<file path="config.mk">
export PLATFORM = sky130hd
export DESIGN_NAME = tts_front
export DESIGN_NICKNAME = d
export VERILOG_FILES = /design/src/assert_macros.svh /design/src/tts_pkg.sv /design/src/tts_front.sv
export SDC_FILE = /design/constraint.sdc
export NUM_CORES = 1
export LEC_CHECK = 0
export ABC_AREA = 1
export BUFFER_PORTS_ARGS = -buffer_cell sky130_fd_sc_hd__buf_2
export CAP_MARGIN = 20
export CORE_MARGIN = 4
export CORE_UTILIZATION = 55
export CTS_CLUSTER_SIZE = 16
export DETAILED_ROUTE_END_ITERATION = 12
export HOLD_SLACK_MARGIN = 0.1
export MAX_ROUTING_LAYER = met4
export PLACE_DENSITY_LB_ADDON = 0.3
export SLEW_MARGIN = 25
export SYNTH_ARGS = -nofsm -noshare
export SYNTH_HDL_FRONTEND = slang
export SYNTH_SLANG_ARGS = --single-unit
</file>
<file path="constraint.sdc">
create_clock -name clk -period 2.6 [get_ports clk]
set_input_delay 0.39 -clock clk [delete_from_list [all_inputs] [get_ports clk]]
set_output_delay 0.39 -clock clk [all_outputs]
set_load 0.02 [all_outputs]
</file>
<file path="src/assert_macros.svh">
// assertion macros for the rtl of the scrollback terminal
// expects clk and arst_n in the scope of each use
`ifndef ASSERT_MACROS_SVH
`define ASSERT_MACROS_SVH
`ifndef SYNTHESIS
`define ASSERT_IMPLY(label, ante, cons) \
	label: assert property (@(posedge clk) disable iff (!arst_n) (ante) |-> (cons)) \
		else $error("implication check failed");
`define ASSERT_NEVER(label, expr) \
	label: assert property (@(posedge clk) disable iff (!arst_n) !(expr)) \
		else $error("forbidden condition seen");
`else
`define ASSERT_IMPLY(label, ante, cons)
`define ASSERT_NEVER(label, expr)
`endif
`endif

</file>
<file path="src/tts_pkg.sv">
// types, codes and defaults of the scrollback terminal
// no dependencies
`default_nettype none

package tts_pkg;

	localparam int COLUMNS_DEF      = 40;
	localparam int ROWS_DEF         = 20;
	localparam int HISTORY_ROWS_DEF = 64;

	localparam int CODE_W    = 5;
	localparam int REG_IDX_W = 3;

	typedef enum logic [REG_IDX_W-1:0] {
		REG_BACKSPACE,
		REG_SCROLL_UP,
		REG_SCROLL_DOWN,
		REG_LEFT_KEY,
		REG_RIGHT_KEY
	} reg_idx_t;

	localparam logic [CODE_W-1:0] BACKSPACE_RST   = 5'd8;
	localparam logic [CODE_W-1:0] SCROLL_UP_RST   = 5'd17;
	localparam logic [CODE_W-1:0] SCROLL_DOWN_RST = 5'd18;
	localparam logic [CODE_W-1:0] LEFT_KEY_RST    = 5'd19;
	localparam logic [CODE_W-1:0] RIGHT_KEY_RST   = 5'd20;

	localparam logic [7:0] CHAR_BLANK    = 8'h20;
	localparam logic [7:0] CHAR_PRINT_LO = 8'h20;
	localparam logic [7:0] CHAR_PRINT_HI = 8'h7F;

	typedef struct packed {
		logic       req_type;
		logic [7:0] char_code;
		logic [4:0] view_row;
		logic [5:0] view_col;
	} req_t;

	typedef struct packed {
		logic [7:0] cell_char;
		logic [9:0] cursor_pos;
		logic [6:0] scroll_rows;
	} rsp_t;

	typedef enum logic [2:0] {
		K_PRINT,
		K_BACKSPACE,
		K_SCROLL_UP,
		K_SCROLL_DOWN,
		K_IGNORE,
		K_PAD,
		K_READ
	} cmd_kind_t;

	typedef struct packed {
		cmd_kind_t  kind;
		logic [7:0] char_code;
		logic [4:0] view_row;
		logic [5:0] view_col;
	} cmd_t;

	typedef struct packed {
		logic valid;
		cmd_t cmd;
	} fe_cmd_t;

	typedef struct packed {
		logic take;
		logic clearing;
	} bk_ctl_t;

	typedef enum logic [3:0] {
		ST_CLEAR,
		ST_IDLE,
		ST_PRINT,
		ST_BACKSPACE,
		ST_BLANK,
		ST_PAD,
		ST_SHIFT,
		ST_SHIFT_END,
		ST_READ,
		ST_READ_WAIT,
		ST_DONE
	} bk_state_t;

endpackage

`default_nettype wire

</file>
<file path="src/tts_front.sv">
// front end: key code registers, request classification and a two-entry command queue
// depends on tts_pkg
`default_nettype none

module tts_front (
	input  wire logic                          clk,
	input  wire logic                          arst_n,
	input  wire logic                          push,
	output logic                               full,
	input  wire tts_pkg::req_t                 req,
	input  wire logic                          cfg_we,
	input  wire logic [tts_pkg::REG_IDX_W-1:0] cfg_index,
	input  wire logic [tts_pkg::CODE_W-1:0]    cfg_data,
	input  wire tts_pkg::bk_ctl_t              ctl,
	output tts_pkg::fe_cmd_t                   fe
);

	logic [tts_pkg::CODE_W-1:0] bs_code_q;
	logic [tts_pkg::CODE_W-1:0] up_code_q;
	logic [tts_pkg::CODE_W-1:0] down_code_q;
	logic [tts_pkg::CODE_W-1:0] left_code_q;
	logic [tts_pkg::CODE_W-1:0] right_code_q;

	tts_pkg::cmd_kind_t kind;
	tts_pkg::cmd_t      cmd_in;
	tts_pkg::cmd_t      fifo_q [2];
	logic               wr_ptr_q;
	logic               rd_ptr_q;
	logic [1:0]         cnt_q;
	logic               push_ok;

	always_ff @(posedge clk or negedge arst_n) begin
		if (!arst_n) begin
			bs_code_q    <= tts_pkg::BACKSPACE_RST;
			up_code_q    <= tts_pkg::SCROLL_UP_RST;
			down_code_q  <= tts_pkg::SCROLL_DOWN_RST;
			left_code_q  <= tts_pkg::LEFT_KEY_RST;
			right_code_q <= tts_pkg::RIGHT_KEY_RST;
		end else if (cfg_we) begin
			case (cfg_index)
				tts_pkg::REG_BACKSPACE:   bs_code_q    <= cfg_data;
				tts_pkg::REG_SCROLL_UP:   up_code_q    <= cfg_data;
				tts_pkg::REG_SCROLL_DOWN: down_code_q  <= cfg_data;
				tts_pkg::REG_LEFT_KEY:    left_code_q  <= cfg_data;
				tts_pkg::REG_RIGHT_KEY:   right_code_q <= cfg_data;
				default: ;
			endcase
		end
	end

	// priority: read, printable, backspace, scroll up, scroll down, arrows, pad
	always_comb begin
		kind = tts_pkg::K_PAD;
		if (req.req_type) begin
			kind = tts_pkg::K_READ;
		end else if (req.char_code inside {[tts_pkg::CHAR_PRINT_LO:tts_pkg::CHAR_PRINT_HI]}) begin
			kind = tts_pkg::K_PRINT;
		end else if (req.char_code == 8'(bs_code_q)) begin
			kind = tts_pkg::K_BACKSPACE;
		end else if (req.char_code == 8'(up_code_q)) begin
			kind = tts_pkg::K_SCROLL_UP;
		end else if (req.char_code == 8'(down_code_q)) begin
			kind = tts_pkg::K_SCROLL_DOWN;
		end else if (req.char_code == 8'(left_code_q) || req.char_code == 8'(right_code_q)) begin
			kind = tts_pkg::K_IGNORE;
		end
	end

	assign cmd_in = '{kind: kind, char_code: req.char_code,
		view_row: req.view_row, view_col: req.view_col};

	assign full    = (cnt_q == 2'd2) || ctl.clearing;
	assign push_ok = push && !full;

	always_ff @(posedge clk) begin
		if (push_ok) begin
			fifo_q[wr_ptr_q] <= cmd_in;
		end
	end

	always_ff @(posedge clk or negedge arst_n) begin
		if (!arst_n) begin
			wr_ptr_q <= 1'b0;
			rd_ptr_q <= 1'b0;
			cnt_q    <= 2'd0;
		end else begin
			if (push_ok) begin
				wr_ptr_q <= !wr_ptr_q;
			end
			if (ctl.take) begin
				rd_ptr_q <= !rd_ptr_q;
			end
			if (push_ok && !ctl.take) begin
				cnt_q <= cnt_q + 2'd1;
			end else if (!push_ok && ctl.take) begin
				cnt_q <= cnt_q - 2'd1;
			end
		end
	end

	assign fe.valid = (cnt_q != 2'd0);
	assign fe.cmd   = fifo_q[rd_ptr_q];

endmodule

`default_nettype wire

</file>
Word-level counts from Yosys, hierarchy flattened
Memories as Yosys holds them, arrays and structs flattened.
Index checks and enable logic that the tools add are counted.

word-level totals
  bits in writable memories = 44
  latch bits = 0
  register bits after elaboration = 29
  logic and storage cells = 52
  memory bits (read-only) = 0
  memories = 1

cells by class
  equality and inequality tests = 10
  muxes and demuxes = 10
  multiply operators = 0
  add/sub/neg operators = 2
  shift-type cells = 0
  reduce and logical (&&, ||, !) cells = 19
  magnitude comparators = 2
  bitwise gates (word level) = 0
  divide/modulo/power cells = 0

memories
  name    depth  bits a word  rd ports  clocked after memory_dff  write ports  RTL line         RTL
  fifo_q  2      22           1         0                         1            tts_front.sv:26  tts_pkg::cmd_t fifo_q [2];

operators by type and width
  kind                   count
  $eq A8 B5 Y1           5
  $mux W3                5
  $reduce_and A2 Y1      5
  $ge A8 B6 Y1 const B   1
  $le A8 B7 Y1 const B   1
  $eq A3 B2 Y1 const B   2
  $logic_not A1 Y1       5
  $logic_and A1 B1 Y1    4
  $mux W2                2
  $reduce_bool A2 Y1     2
  $eq A3 B1 Y1 const B   1
  $eq A3 B3 Y1 const B   1
  $logic_not A3 Y1       1
  $mux W1                3
  $add A2 B1 Y2 const B  1
  $eq A2 B2 Y1 const B   1
  $logic_or A1 B1 Y1     2
  $sub A2 B1 Y2 const B  1

Longest topological paths before layout
  depth after elaboration = 8
  depth in mapped cells = 10
  mapped depth without buffers = 9

Worst setup path after synthesis
No wires, ideal clock.

  path type = reg-to-reg
  from = register cnt_q[0]
  to = memory fifo_q[0][0] (netlist name), enable pin
  path slack = 0.627 ns
  data arrival time = 1.572 ns
  stages on the path, launching flop included = 5
  buffers on the path = 0
  cell sequence = dfrtp_1 -> inv_1 -> nand2_1 -> nand3_1 -> nor2_1

between the ends
  cells in the longest elaborated chain, start to end = 6

RTL lines
  item                           RTL line         RTL
  start, declared                tts_front.sv:29  logic [1:0] cnt_q;
  start signal, assigned         tts_front.sv:94  cnt_q <= cnt_q + 2'd1;
  start signal, assigned         tts_front.sv:96  cnt_q <= cnt_q - 2'd1;
  $eq A2 B2 Y1                   tts_front.sv:72  assign full = (cnt_q == 2'd2) || ctl.clearing;
  $logic_or A1 B1 Y1             tts_front.sv:72
  $logic_not A1 Y1               tts_front.sv:73  assign push_ok = push && !full;
  $logic_and A1 B1 Y1            tts_front.sv:73
  $mux W1                        tts_front.sv:76  if (push_ok) begin
  $mux W1 (not written as such)  tts_front.sv:77  fifo_q[wr_ptr_q] <= cmd_in;
  end, declared                  tts_front.sv:26

No other way between the ends.

==> run metrics <==
Filler Cells Inserted 423; routed len/inst roughly 13 um; met3 usage in global routing 3.93%; initial core utilization 57.4%; Cell Chain, Critical Path buf_4 -> mux2_2 -> buf_2; fmax ~500 MHz; Avg Synthesized Cell Area 11.3 um^2; WHS about 230 ps; DRC viols 0; Starting DRT DRC Count 91; vias in the first global route around 2100; worst min path class in2reg; Seq/Total Area, Yosys between 60% and 70%; worst skew pair latency approximately 340 ps; RePlAce Congestion slightly below 0.9; largest net degree at the start of global routing 30; WP data required between 2000 and 2500 ps; clock tree root driver cell clkbuf_8; grt ovf 0; Critical Path Sink Type primary output; number of synthesized flops with an enable pin 44; area grow syn2layout 19.4%; post-synth top area share 41.3%; Post-Syn Nets ~320; TritonCTS clock tree yes; yosys warns 0; share of layout cells above drive strength 1 around a third; dominant cell type by area after synthesis edfxtp_1; via/cell ratio a little under 5; GRT Total Usage ~19%; maxcap violations 0; Worst Path Max Fanout 20; Cells after Synth between 200 and 300; first-pass GRT wire length 9920 um; Startpoint Class flop; Setup Skew a little over 9 ps; number of vias in the routed layout between 2000 and 2500; unrepaired setup endpoints after global routing no; Num CTS Buffers 9; PD cells between 800 and 900 nW/um^2; Final Hold Fails 0; Slew headroom ~57%; post-route ant nets 0; DP Wirelength 4190 um; num rows 27; number of post-CTS setup repair buffers 0; Routed WL a little under 6000 um; H-tree depth 3; fin. max-slew vios 0; Setup-failing EPs final 0; status complete, no violations; Placed Area between 3000 and 4000 um^2; final worst path period share between 70% and 80%; Finished Layout Cells approximately 430; Util after Layout roughly two thirds; Worst-Margin Slew 646 ps; CTS resizes 0; Final Cell Area between 3000 and 4000 um^2; asr flop ratio synth between 30% and 40%; Yosys cell types 24; DRT Pass-1 Iters 4; met2 GRT Util a little under 30%; Most Crowded Layer GR met2; Sum Neg Setup Slack 0 ps; CTS max path bufs 2; M1 GR Usage between 20% and 30%; CP max stage cell dfrtp_1; initial antenna violation count 0; clock slew seen by the registers of the worst setup and hold paths roughly 70 ps; Die Area about 7100 um^2; Syn Std Cell Area about 3200 um^2; main flop type after synthesis edfxtp_1; Yosys reg bits 73; top post-synthesis cells by area edfxtp_1 (41%), dfrtp_1 (15%), nand2_1 (9.0%); port bufs between 50 and 60; peak supply drop about 0.52 mV; num ports 58; final net count about 390; Worst path max stage delay slightly above 400 ps; leakage power 1.71 nW; kind of critical path reg2out; post-layout min period approximately 2000 ps; antenna diode count 0; Die H between 80 and 90 um; CTS Sinks 73; Die Span X between 80 and 90 um; Arr. time, crit path ~1600 ps; Placed Cells between 400 and 500; Core Region 5570 um^2
flip-flops by register name (all words and copies together) (netlist names):
| name | flops |
|---|---|
| cnt_q | 2 |
| up_code_q | 5 |
| wr_ptr_q | 1 |
| rd_ptr_q | 1 |
| down_code_q | 5 |
| right_code_q | 5 |
| bs_code_q | 5 |
| left_code_q | 5 |
| fifo_q | 44 |
power by group:
part / switching (mW) / internal [mW]
Sequential: 0.0983 / 1.46
Combinational: 0.549 / 0.392
Clock: 0.397 / 0.535
layer usage:
metal / share of wire [%] / vias up
met5: 0 / -
met4: 2.6 / 0
met1: 44 / 988
li1: - / 1084
met3: 5.3 / 13
met2: 48 / 53
worst max-delay path: cells and delay by family (launching register included):
kind | cells | cell delay (ps)
mux | 1 | 390
flops | 1 | 410
buf+inv | 2 | 470
layout make-up:
class / instances / area [um^2] / share of cell area (%)
clock inverter: 6 / 83.8 / 2.19
timing repair buffer: 63 / 333 / 8.71
sequential: 73 / 2060 / 53.9
tap: 72 / 90.1 / 2.36
multi-input combinational: 176 / 1010 / 26.5
clock buffer: 10 / 128 / 3.34
inverter: 31 / 116 / 3.05
layout by cell type (no fill, tap or decap), types with 4 or more instances in the layout:
cell,instances
nand2_1,77
buf_2,57
edfxtp_1,44
inv_1,25
mux2_2,22
dfrtp_1,19
o21ai_1,16
nor2_1,15
o21ai_0,13
dfstp_2,10
xor2_1,9
clkbuf_8,9
inv_2,6
xnor2_1,5
nand3_1,5
buf_4,5
nor2_2,4
final timing paths:
| path | cells after the start | to | slack (ps) | from |
|---|---|---|---|---|
| worst max-delay path | 3 | fe[18] | 600 | rd_ptr_q |
| worst min register to register | 2 | down_code_q[1] | 490 | down_code_q[1] |
| worst min-delay path | 1 | fifo_q[1][3] | 230 | req[3] |
| worst max register to register | 8 | cnt_q[1] | 990 | cnt_q[0] |
| min in group asynchronous | 2 | cnt_q[0] | 610 | arst_n |
| max in group asynchronous | 2 | right_code_q[1] | 1560 | arst_n |
per-stage QoR:
stage                     setup WS, ps  power, mW
after floorplan                    627       2.23
after global placement             992       2.49
after detailed placement           971       2.52
after CTS                          576       3.46
after global routing               517       3.62
final                              598       3.43
cell families after synthesis:
| family | count (synthesis) | share of synthesized area, % |
|---|---|---|
| AND/OR/NAND/NOR | 108 | 14.5 |
| flip-flops | 73 | 64.4 |
| multiplexers | 22 | 7.74 |
| adder cells (fa/ha/maj) | 1 | 0.391 |
| buffers and inverters | 34 | 4.18 |
| XOR/XNOR | 14 | 3.83 |
| AO/OA/AOI/OAI | 31 | 4.97 |
Yosys cell counts, types with 2 or more instances:
cell type  count
nor2_2         2
nand3b_2       2
buf_2          2
nand3_1        5
o21ai_1       16
nand4_2        2
inv_1         25
inv_2          6
o21ai_0       13
dfstp_2       10
xnor2_1        5
nand2_1       77
xor2_1         9
nor2_1        17
dfrtp_1       19
edfxtp_1      44
mux2_2        22
what timing repair did:
| item | in CTS | in global routing |
|---|---|---|
| endpoints found under the setup margin | 0 | 0 |
| hold buffers | 1 | 0 |
| endpoints found under the hold margin | 19 | 0 |
Note: power is estimated with default switching activity, not from simulation.
